==> src/rtl/core/mrmr_pkg.sv <==
// Shared types, sizes and codes for the mRMR feature selector.
`timescale 1ns / 1ps
package mrmr_pkg;

    localparam int MAX_FEATURES = 1024;
    localparam int INFO_BITS    = 16;
    localparam int IDX_BITS     = $clog2(MAX_FEATURES);
    localparam int CNT_BITS     = IDX_BITS + 1;
    localparam int RED_BITS     = INFO_BITS + 10;
    localparam int SCORE_BITS   = RED_BITS + 1;
    localparam int DIV_CNT_BITS = $clog2(RED_BITS + 1);
    localparam int QDEPTH       = 2;
    localparam int QPTR_BITS    = $clog2(QDEPTH);
    localparam int QCNT_BITS    = $clog2(QDEPTH + 1);
    localparam int CFG_IDX_BITS = 2;
    localparam int CFG_DATA_BITS = CNT_BITS;

    localparam logic OP_LOAD   = 1'b0;
    localparam logic OP_MUTUAL = 1'b1;

    localparam logic [CFG_IDX_BITS-1:0] CFG_CLASS  = 2'd0;
    localparam logic [CFG_IDX_BITS-1:0] CFG_FCOUNT = 2'd1;
    localparam logic [CFG_IDX_BITS-1:0] CFG_TARGET = 2'd2;

    typedef struct packed {
        logic                 operation;
        logic [IDX_BITS-1:0]  feature_index;
        logic [INFO_BITS-1:0] info_value;
        logic                 batch_end;
    } t_in_word;

    typedef struct packed {
        logic [IDX_BITS-1:0] chosen_feature;
        logic [IDX_BITS-1:0] selection_rank;
        logic                none_found;
        logic                selection_done;
    } t_out_word;

    typedef struct packed {
        logic [IDX_BITS-1:0] class_index;
        logic [CNT_BITS-1:0] feature_count;
        logic [CNT_BITS-1:0] target_count;
    } t_cfg;

    // classified word handed from front to back
    typedef struct packed {
        logic                 op;
        logic [IDX_BITS-1:0]  fi;
        logic [INFO_BITS-1:0] val;
        logic                 last;
        logic                 elig;
    } t_cmd;

endpackage

==> src/rtl/core/mrmr_front.sv <==
// Input side: accepts words, tags index eligibility, buffers them in a short queue.
`timescale 1ns / 1ps
module mrmr_front import mrmr_pkg::*; (
    input  logic     i_clk,
    input  logic     i_rst_n,
    input  t_cfg     i_cfg,
    input  logic     i_in_valid,
    output logic     o_in_ready,
    input  t_in_word i_in_word,
    output logic     o_cmd_valid,
    output t_cmd     o_cmd,
    input  logic     i_pop
);

    t_cmd                 r_q [QDEPTH];
    logic [QPTR_BITS-1:0] r_wp, r_rp;
    logic [QCNT_BITS-1:0] r_cnt;
    logic                 push, pop;
    t_cmd                 cmd_in;

    assign o_in_ready  = (r_cnt != QCNT_BITS'(QDEPTH));
    assign push        = i_in_valid && o_in_ready;
    assign o_cmd_valid = (r_cnt != '0);
    assign pop         = i_pop && o_cmd_valid;
    assign o_cmd       = r_q[r_rp];

    always_comb begin
        cmd_in.op   = i_in_word.operation;
        cmd_in.fi   = i_in_word.feature_index;
        cmd_in.val  = i_in_word.info_value;
        cmd_in.last = i_in_word.batch_end;
        // index must be in use and not the class column
        cmd_in.elig = ({1'b0, i_in_word.feature_index} < i_cfg.feature_count) &&
                      (i_in_word.feature_index != i_cfg.class_index);
    end

    always_ff @(posedge i_clk) begin
        if (push) begin
            r_q[r_wp] <= cmd_in;
        end
    end

    always_ff @(posedge i_clk) begin
        if (!i_rst_n) begin
            r_wp  <= '0;
            r_rp  <= '0;
            r_cnt <= '0;
        end else begin
            if (push) begin
                r_wp <= (r_wp == QPTR_BITS'(QDEPTH - 1)) ? '0 : r_wp + 1'b1;
            end
            if (pop) begin
                r_rp <= (r_rp == QPTR_BITS'(QDEPTH - 1)) ? '0 : r_rp + 1'b1;
            end
            if (push && !pop) begin
                r_cnt <= r_cnt + 1'b1;
            end else if (pop && !push) begin
                r_cnt <= r_cnt - 1'b1;
            end
        end
    end

endmodule

==> config.mk <==
export PLATFORM = sky130hd
export DESIGN_NAME = mrmr_front
export DESIGN_NICKNAME = d
export VERILOG_FILES = /design/src/rtl/core/mrmr_pkg.sv /design/src/rtl/core/mrmr_front.sv
export SDC_FILE = /design/constraint.sdc
export NUM_CORES = 1
export LEC_CHECK = 0
export ABC_AREA = 1
export BUFFER_PORTS_ARGS = -buffer_cell sky130_fd_sc_hd__buf_4
export CAP_MARGIN = 20
export CORE_MARGIN = 2
export CORE_UTILIZATION = 35
export DETAILED_ROUTE_END_ITERATION = 10
export PLACE_DENSITY_LB_ADDON = 0.1
export SLEW_MARGIN = 15
export SYNTH_ARGS = -nofsm -noshare
export SYNTH_HDL_FRONTEND = slang
export SYNTH_SLANG_ARGS = --single-unit
export TNS_END_PERCENT = 20
==> constraint.sdc <==
create_clock -name i_clk -period 3.2 [get_ports i_clk]
set_input_delay 0.32 -clock i_clk [delete_from_list [all_inputs] [get_ports i_clk]]
set_output_delay 0.32 -clock i_clk [all_outputs]
set_load 0.02 [all_outputs]
==> metrics, run 1 <==
CTS tree yes; Crit Path Max Fanout 29; commonest non-fill, non-tap cells in the layout buf_4, edfxtp_1, nand2_1; CTS Buffer Depth 2; via count 1733; syn nets 281; fin crit share 65.05%; Worst-Skew Late Latency 330 ps; num ports 95; post-route ant nets 0; WL/cell between 10 and 15 um; setup TNS 0 ps; clock skew slightly below 6 ps; RSZ-0062 raised after global routing false; fmax 480.4 MHz; standard-cell row count 32; final setup fails 0; Initial Utilization 36.03%; Initial DRC Count 32; status complete, no violations; P per Cell Area between 600 and 700 mW/mm2; Remaining DRCs 0; Area Overhead vs Synth 33.89%; TritonCTS buffer count 9; final hold viol count 0; Non-Filler Instances between 400 and 500; Port Buffers 83; Yosys cell types 16; Max stage delay on crit path between 800 and 900 ps; crit path capture type output pin; Worst EP arrival about 1800 ps; share of post-route cells with drive strength above 1 41.91%; routed wire length between 4000 and 5000 um; largest net degree at the start of global routing 31; grt ovf 0; vias in the first global route between 1500 and 2000; average size of a mapped cell 13.45 um2; relative slew slack just under 40%; Tmin final 2081 ps; Syn Inst Count around 210; CP max-delay cell dfxtp_2; Synth Register Bits 63; Gates resized, CTS repair 0; drt first pass iters 4; leading cell type in the layout, fill and taps excluded buf_4; first-pass GRT wire length 7583 um; Max Transition Viols Final 0; Max-Cap Viols 0; H-tree Lvls 3; antenna violations before repair 0; post-layout util 48.24%; Hold Crit Class primary input to flip-flop; CP required approximately 2900 ps; CTS Sinks 63; cts hold-fix bufs 0; VDD IR-drop max 0.2329 mV; Worst-path clk slew 60 ps; CP Cell Sequence mux2_2 -> buf_4; Cell Area, Synth 0.002784 mm2; synth warn 0; sequential fraction of the synthesis area 66.16%; post-DP HPWL 3273 um; Placed Cells between 300 and 400; Core ar. 0.007727 mm2; Worst Setup Start Kind flip-flop; layout net count 372; Die Area around 0.0087 mm2; CTS root buf clkbuf_8; RePlAce Congestion 0.7027; die width 93.19 um; Final WS setup 1119 ps; Placement Setup Slack between 1000 and 1500 ps; diodes inserted 0; leak pwr 1.623 nW; Total GRT Usage 11.67%; CP Class flip-flop to output pin; Die H 93.19 um; Vias/cell 4.279; Worst-Margin Slew 912.5 ps; postcts setup bufs 0
through the flow:
step	total power (W)	hold WS (ps)	cell area, um2
6_report	0.002559	174.9	3727
4_1_cts	0.002607	153.1	3727
2_1_floorplan	0.001585	418.9	2784
3_3_place_gp	0.001881	457.3	3523
3_5_place_dp	0.001889	460.1	3523
5_1_grt	0.002700	151.6	3727
power breakdown:
part	internal [W]	switching, W
Combinational	0.000356	0.000378
Clock	0.000432	0.000276
Sequential	0.00105	0.0000709
Total	0.00183	0.000725
per-layer routing:
| layer | wire [um] | global-route usage (%) |
|---|---|---|
| met1 | 1948 | 12.55 |
| met2 | 2363 | 19.87 |
| met3 | 353 | 3.465 |
| met4 | 133 | 7.721 |
| met5 | 0 | 0 |
worst max-delay path, delay by kind of cell (launching register included):
kind	cells	cell delay, ps
muxes	1	420
DFF	1	850
buffers and inverters	1	160
Yosys cell counts:
library cell  instances  area, um2
or2_1                 1      6.260
o21ai_0               4      20.02
nand3_1               4      20.02
buf_6                 2      22.52
edfxtp_1             58       1742
buf_2                 1      5.000
nand4_1               2      12.51
ha_1                 10      125.1
inv_1                31      116.4
a21oi_1               8      40.04
mux2_4               10      150.1
xor2_1                3      26.28
dfxtp_1               5      100.1
nor2_1               13      48.80
mux2_2               19      214.0
nand2_1              36      135.1
worst paths after layout:
path / startpoint / end / slack (ps) / cells after the start
worst max-delay path: flip-flop / o_cmd[8] / 1120 / 2
worst min-delay path: i_in_word[2] / r_q[1][3]$_DFFE_PP_ / 170 / 1
worst max register to register: r_cnt[0]$_SDFFE_PN0P_ / r_q[0][14]$_DFFE_PP_ / 1460 / 4
worst min register to register: r_rp$_SDFFE_PN0P_ / flip-flop / 470 / 2
sequential cells by signal, summed over array words and instances, names as in the netlist, named ones only:
register  flops
r_rp          1
r_wp          1
r_q          58
r_cnt         2
logic make-up after synthesis:
family                   synth area share (%)
buffers and inverters                   5.168
AND/OR/NAND/NOR                         8.000
XOR/XNOR                               0.9440
AO/OA/AOI/OAI                           2.157
flip-flops                              66.16
multiplexers                            13.08
adder cells (fa/ha/maj)                 4.494
layout make-up:
cell class,instances,area (um2)
fillers,722,4000
flip-flops and latches,63,1843
multi-input cells,110,813.3
repair buffers,83,623.1
clock buffers,11,131.4
well taps,102,127.6
inverters,31,116.4
clock inverters,5,72.57
(Power assumes the default switching activity.)
==> run 2, diff against run 1 <==
- clock period: 3.2 -> 1.9 ns (I/O delays scaled with it)
==> metrics, run 2 (synthesis results as in run 1) <==
commonest non-fill, non-tap cells in the layout buf_4, edfxtp_1, nand2_1; Largest register FFs 58 (unchanged); H-tree Lvls 3 (unchanged); routed wire length 4897 um (+2.0%); P per Cell Area 1149 mW/mm2 (+67%); Worst-Margin Slew 245.4 ps (-667.2 ps); via count 1784 (+2.9%); num ports 95 (unchanged); standard-cell row count 32 (unchanged); relative slew slack 83.64% (+45 points); VDD IR-drop max 0.3848 mV (+65%); CTS Buffer Depth 2 (unchanged); Hold Crit Class primary input to flip-flop; Worst R2R Start r_cnt[0]$_SDFFE_PN0P_; post-DP HPWL 3727 um (+14%); Non-Filler Instances 411 (+1.5%); crit path capture type output pin; Reg2Reg Depth 9 (+5); R2R Setup Slk 340 ps (-1120 ps); vias in the first global route 1753 (+3.4%); diodes inserted 0 (unchanged); Port Buffers 83 (unchanged); Hold Crit Start i_in_word[14]; Initial Utilization 36.03% (unchanged); Placed Cells 395 (+1.5%); antenna violations before repair 0 (unchanged); Biggest register r_q; status complete, no violations; share of post-route cells with drive strength above 1 42.72% (+0.80 points); Vias/cell 4.341 (+1.4%); RSZ-0062 raised after global routing false; die width 93.19 um (unchanged); CP Class flip-flop to output pin; layout net count 378 (+1.6%); RePlAce Congestion 0.7273 (+3.5%); drt first pass iters 4 (unchanged); Final WS setup 261.6 ps (-856.9 ps); Core ar. 0.007727 mm2 (unchanged); fmax between 600 and 700 MHz; largest net degree at the start of global routing 16 (-48%); final setup fails 0 (unchanged); post-route ant nets 0 (unchanged); CP required 1710 ps (-1170 ps); top flop regs r_q: 58 flops, r_cnt: 2 flops; Initial DRC Count 43 (+34%); Max-Cap Viols 0 (unchanged); Die H 93.19 um (unchanged); first-pass GRT wire length 7935 um (+4.6%); Worst-Skew Late Latency 320 ps (about the same); post-layout util 48.74% (+0.50 points); leak pwr 1.653 nW (+1.8%); Worst EP arrival 1450 ps (-310 ps); Area Overhead vs Synth 35.28%; cts hold-fix bufs 0 (unchanged); CTS Sinks 63 (unchanged); grt ovf 0 (unchanged); Die Area 0.008683 mm2 (unchanged); clock skew 7.887 ps (+1.969 ps); leading cell type in the layout, fill and taps excluded buf_4; CTS root buf clkbuf_8; TritonCTS buffer count 9 (unchanged); Worst-path clk slew 60 ps (about the same); postcts setup bufs 0 (unchanged); Crit Path Max Fanout 14 (-52%); R2R Path End r_cnt[1]$_SDFFE_PN0P_; final hold viol count 0 (unchanged); Remaining DRCs 0 (unchanged); Tmin final 1638 ps; WL/cell 11.91 um (+0.55%); Gates resized, CTS repair 0 (unchanged); Total GRT Usage 12.14% (+0.47 points); Max Transition Viols Final 0 (unchanged); Worst Setup Start Kind flip-flop; fin crit share 86.23%; CTS tree yes; Placement Setup Slack 318.4 ps (-1086 ps); Worst Hold Path EP r_q[0][15]$_DFFE_PP_; hold depth 1 (unchanged)
-- run 2: cell count changes in the layout (fill, tap and decap cells not counted) --
cell,previous run,this run
nor2_2,0,1
buf_4,83,89
nor2_4,2,1
dfxtp_2,1,0
dfxtp_1,4,5
-- run 2: worst max-delay path, cell delays in order (launching register included) --
cell     delay [ps]
dfxtp_1         330
buf_4           260
mux2_2          370
buf_4           160
-- run 2: worst max path at each step --
stage | startpoint | endpoint | slack, ps | cells after the start
after floorplan | r_cnt[0]$_SDFFE_PN0P_ | r_q[0][0]$_DFFE_PP_ | -430 | 4
after global placement | r_cnt[0]$_SDFFE_PN0P_ | r_cnt[1]$_SDFFE_PN0P_ | 370 | 9
after detailed placement | r_cnt[0]$_SDFFE_PN0P_ | r_cnt[1]$_SDFFE_PN0P_ | 320 | 9
after CTS | flip-flop | o_cmd[1] | 210 | 3
after global routing | r_cnt[0]$_SDFFE_PN0P_ | r_cnt[1]$_SDFFE_PN0P_ | 100 | 9
final | flip-flop | o_cmd[1] | 260 | 3
-- run 2: cell type report --
cell class | count | area, um2
Inverter | 31 | 116.4
Clock inverter | 5 | 72.57
Sequential cell | 63 | 1842
Tap cell | 102 | 127.6
Timing Repair Buffer | 89 | 668.1
Fill cell | 709 | 3961
Multi-Input combinational cell | 110 | 808.3
Clock buffer | 11 | 131.4
-- run 2: report_power, final --
part	internal, W	switching [W]
registers	0.00176	0.0000445
clock network	0.000728	0.000442
logic	0.000633	0.000725
total	0.00312	0.00121
-- run 2: stage by stage --
step	TNS [ps]	hold WS [ps]	area, um2	power (W)
floorplan	-12520	288.9	2786	0.002670
global placement	0	375.7	3562	0.003203
finish	0	50.70	3766	0.004328
detailed placement	0	378.5	3562	0.003216
global route	0	23.88	3766	0.004590
CTS	0	26.76	3766	0.004404
-- run 2: per-layer routing --
layer | vias to the layer above | track usage, % | wire [um] | share of wire [%]
li1 | 903 | - | - | -
met3 | 5 | 2.337 | 224 | 4.6
met2 | 48 | 21.01 | 2526 | 52
met5 | - | 0 | 0 | 0
met4 | 0 | 7.353 | 66 | 1.3
met1 | 828 | 13.88 | 2078 | 42
==> run 3, diff against run 2 <==
--- a/config.mk
+++ b/config.mk
@@ -12,4 +12,5 @@
 export CORE_UTILIZATION = 35
 export DETAILED_ROUTE_END_ITERATION = 10
+export MAX_ROUTING_LAYER = met4
 export PLACE_DENSITY_LB_ADDON = 0.1
 export SLEW_MARGIN = 15
==> constraint.sdc (replaced) <==
create_clock -name i_clk -period 1.9 [get_ports i_clk]
set_input_delay 0.38 -clock i_clk [delete_from_list [all_inputs] [get_ports i_clk]]
set_output_delay 0.38 -clock i_clk [all_outputs]
set_load 0.02 [all_outputs]
==> metrics, run 3 (synthesis results as in run 1) <==
status complete, no violations; routed wire length 4840 um (-1.2%); CP required 1520 ps (-190 ps); Tmin final 1809 ps (+170.4 ps); Initial DRC Count 38 (-12%); Remaining DRCs 0 (unchanged); via count 1756 (-1.6%); Vias/cell 4.273 (-1.6%); CP Class flip-flop to output pin; leak pwr 1.655 nW (+0.11%); num ports 95 (unchanged); standard-cell row count 32 (unchanged); sequential cell area 0.001842 mm2 (unchanged); Fin Hold WS 239.2 ps (+188.5 ps); antenna violations before repair 0 (unchanged); Max-Cap Viols 0 (unchanged); crit path capture type output pin; commonest non-fill, non-tap cells in the layout buf_4, edfxtp_1, nand2_1; setup TNS 0 ps (unchanged); Port Buffers 83 (unchanged); Crit Path Max Fanout 14 (unchanged); diodes inserted 0 (unchanged); share of post-route cells with drive strength above 1 42.72% (unchanged); Initial Utilization 36.03% (unchanged); top flop regs r_q: 58 flops, r_cnt: 2 flops; Max Transition Viols Final 0 (unchanged); Worst-Margin Slew 219.3 ps (-26.02 ps); post-DP HPWL 3619 um (-2.9%); Reg2Reg Depth 9 (unchanged); Worst EP arrival 1430 ps (-20 ps); layout net count 378 (unchanged); Largest register FFs 58 (unchanged); fin crit share 95.20% (+9.0 points); cts hold-fix bufs 0 (unchanged); VDD IR-drop max 0.3864 mV (+0.42%); fmax 552.9 MHz (-9.4%); relative slew slack 85.22% (+1.6 points); Worst-Skew Late Latency 320 ps (about the same); Total GRT Usage 12.44% (+0.30 points); final hold viol count 0 (unchanged); RSZ-0062 raised after global routing false; Placement Setup Slack 314.8 ps (-3.644 ps); drt first pass iters 4 (unchanged); die width 93.19 um (unchanged); CTS root buf clkbuf_8; Hold Crit Start i_in_word[12]; R2R Setup Slk 330 ps (about the same); TritonCTS buffer count 9 (unchanged); WL/cell 11.78 um (-1.2%); first-pass GRT wire length 7831 um (-1.3%); multi-input logic area 808.3 um2 (unchanged); clock skew 8.073 ps (+0.1857 ps); Placed Cells 395 (unchanged); Worst-path clk slew 60 ps (about the same); Die H 93.19 um (unchanged); R2R Path End r_cnt[1]$_SDFFE_PN0P_; Area Overhead vs Synth 35.55%; Core ar. 0.007727 mm2 (unchanged); vias in the first global route 1699 (-3.1%); hold depth 1 (unchanged); Worst Hold Path EP r_q[1][13]$_DFFE_PP_; Hold Crit Class primary input to flip-flop; number of fill cells in the layout 692 (-2.4%); H-tree Lvls 3 (unchanged); CTS tree yes; Worst Setup Start Kind flip-flop; grt ovf 0 (unchanged); final setup fails 0 (unchanged); largest net degree at the start of global routing 16 (unchanged); Worst R2R Start r_cnt[0]$_SDFFE_PN0P_; Non-Filler Instances 411 (unchanged); CTS Buffer Depth 2 (unchanged); Biggest register r_q; CTS Sinks 63 (unchanged); post-route ant nets 0 (unchanged); Die Area 0.008683 mm2 (unchanged); leading cell type in the layout, fill and taps excluded buf_4; P per Cell Area 1150 mW/mm2 (+0.11%); Final WS setup 91.26 ps (-170.4 ps); RePlAce Congestion 0.7436 (+2.2%)
[run 3: cell counts in the layout (fill, tap and decap cells not counted)]
No cell type changed its count.
[run 3: layout make-up]
class	count	share of cell area, %
Clock buffer	11	3.481
Clock inverter	5	1.923
Inverter	31	3.084
Multi-Input combinational cell	110	21.42
Sequential cell	63	48.81
Tap cell	102	3.382
Timing Repair Buffer	89	17.90
[run 3: how the worst max path moves through the flow]
stage / startpoint / cells after the start / end / slack, ps
finish: flip-flop / 3 / o_cmd[1] / 90
global route: flip-flop / 3 / o_cmd[7] / 20
CTS: flip-flop / 3 / o_cmd[1] / 20
detailed placement: r_cnt[0]$_SDFFE_PN0P_ / 9 / r_cnt[1]$_SDFFE_PN0P_ / 310
global placement: r_cnt[0]$_SDFFE_PN0P_ / 9 / r_cnt[1]$_SDFFE_PN0P_ / 350
floorplan: r_cnt[0]$_SDFFE_PN0P_ / 4 / r_q[0][0]$_DFFE_PP_ / -430
[run 3: through the flow]
step | area [um2] | util [%] | power, W
after global placement | 3562 | 46.10 | 0.003205
after CTS | 3766 | 48.74 | 0.004410
after global routing | 3774 | 48.83 | 0.004582
final | 3774 | 48.83 | 0.004341
after floorplan | 2786 | - | 0.002670
after detailed placement | 3562 | 46.10 | 0.003216
[run 3: layer usage]
metal	track usage, %	vias up	share of wire, %
li1	-	904	-
met1	14.38	788	42
met2	20.29	55	50
met3	2.337	9	5.1
met4	7.353	0	2.2
met5	-	-	0
[run 3: critical path: stages (launching register included)]
cell and delay [ps]:
dfxtp_1 360, buf_6 220, mux2_2 360, buf_4 160
[run 3: what timing repair did]
| action | CTS | global route |
|---|---|---|
| gates resized for setup | 0 | 2 |
| hold endpoints to repair | 0 | 0 |
| setup endpoints to repair | 0 | 4 |
| buffers inserted | 0 | 0 |
[run 3: power by group]
group          internal (W)  switching, W  total, W
clock              0.000728      0.000445   0.00117
sequential          0.00176     0.0000464   0.00180
combinational      0.000641      0.000726   0.00137
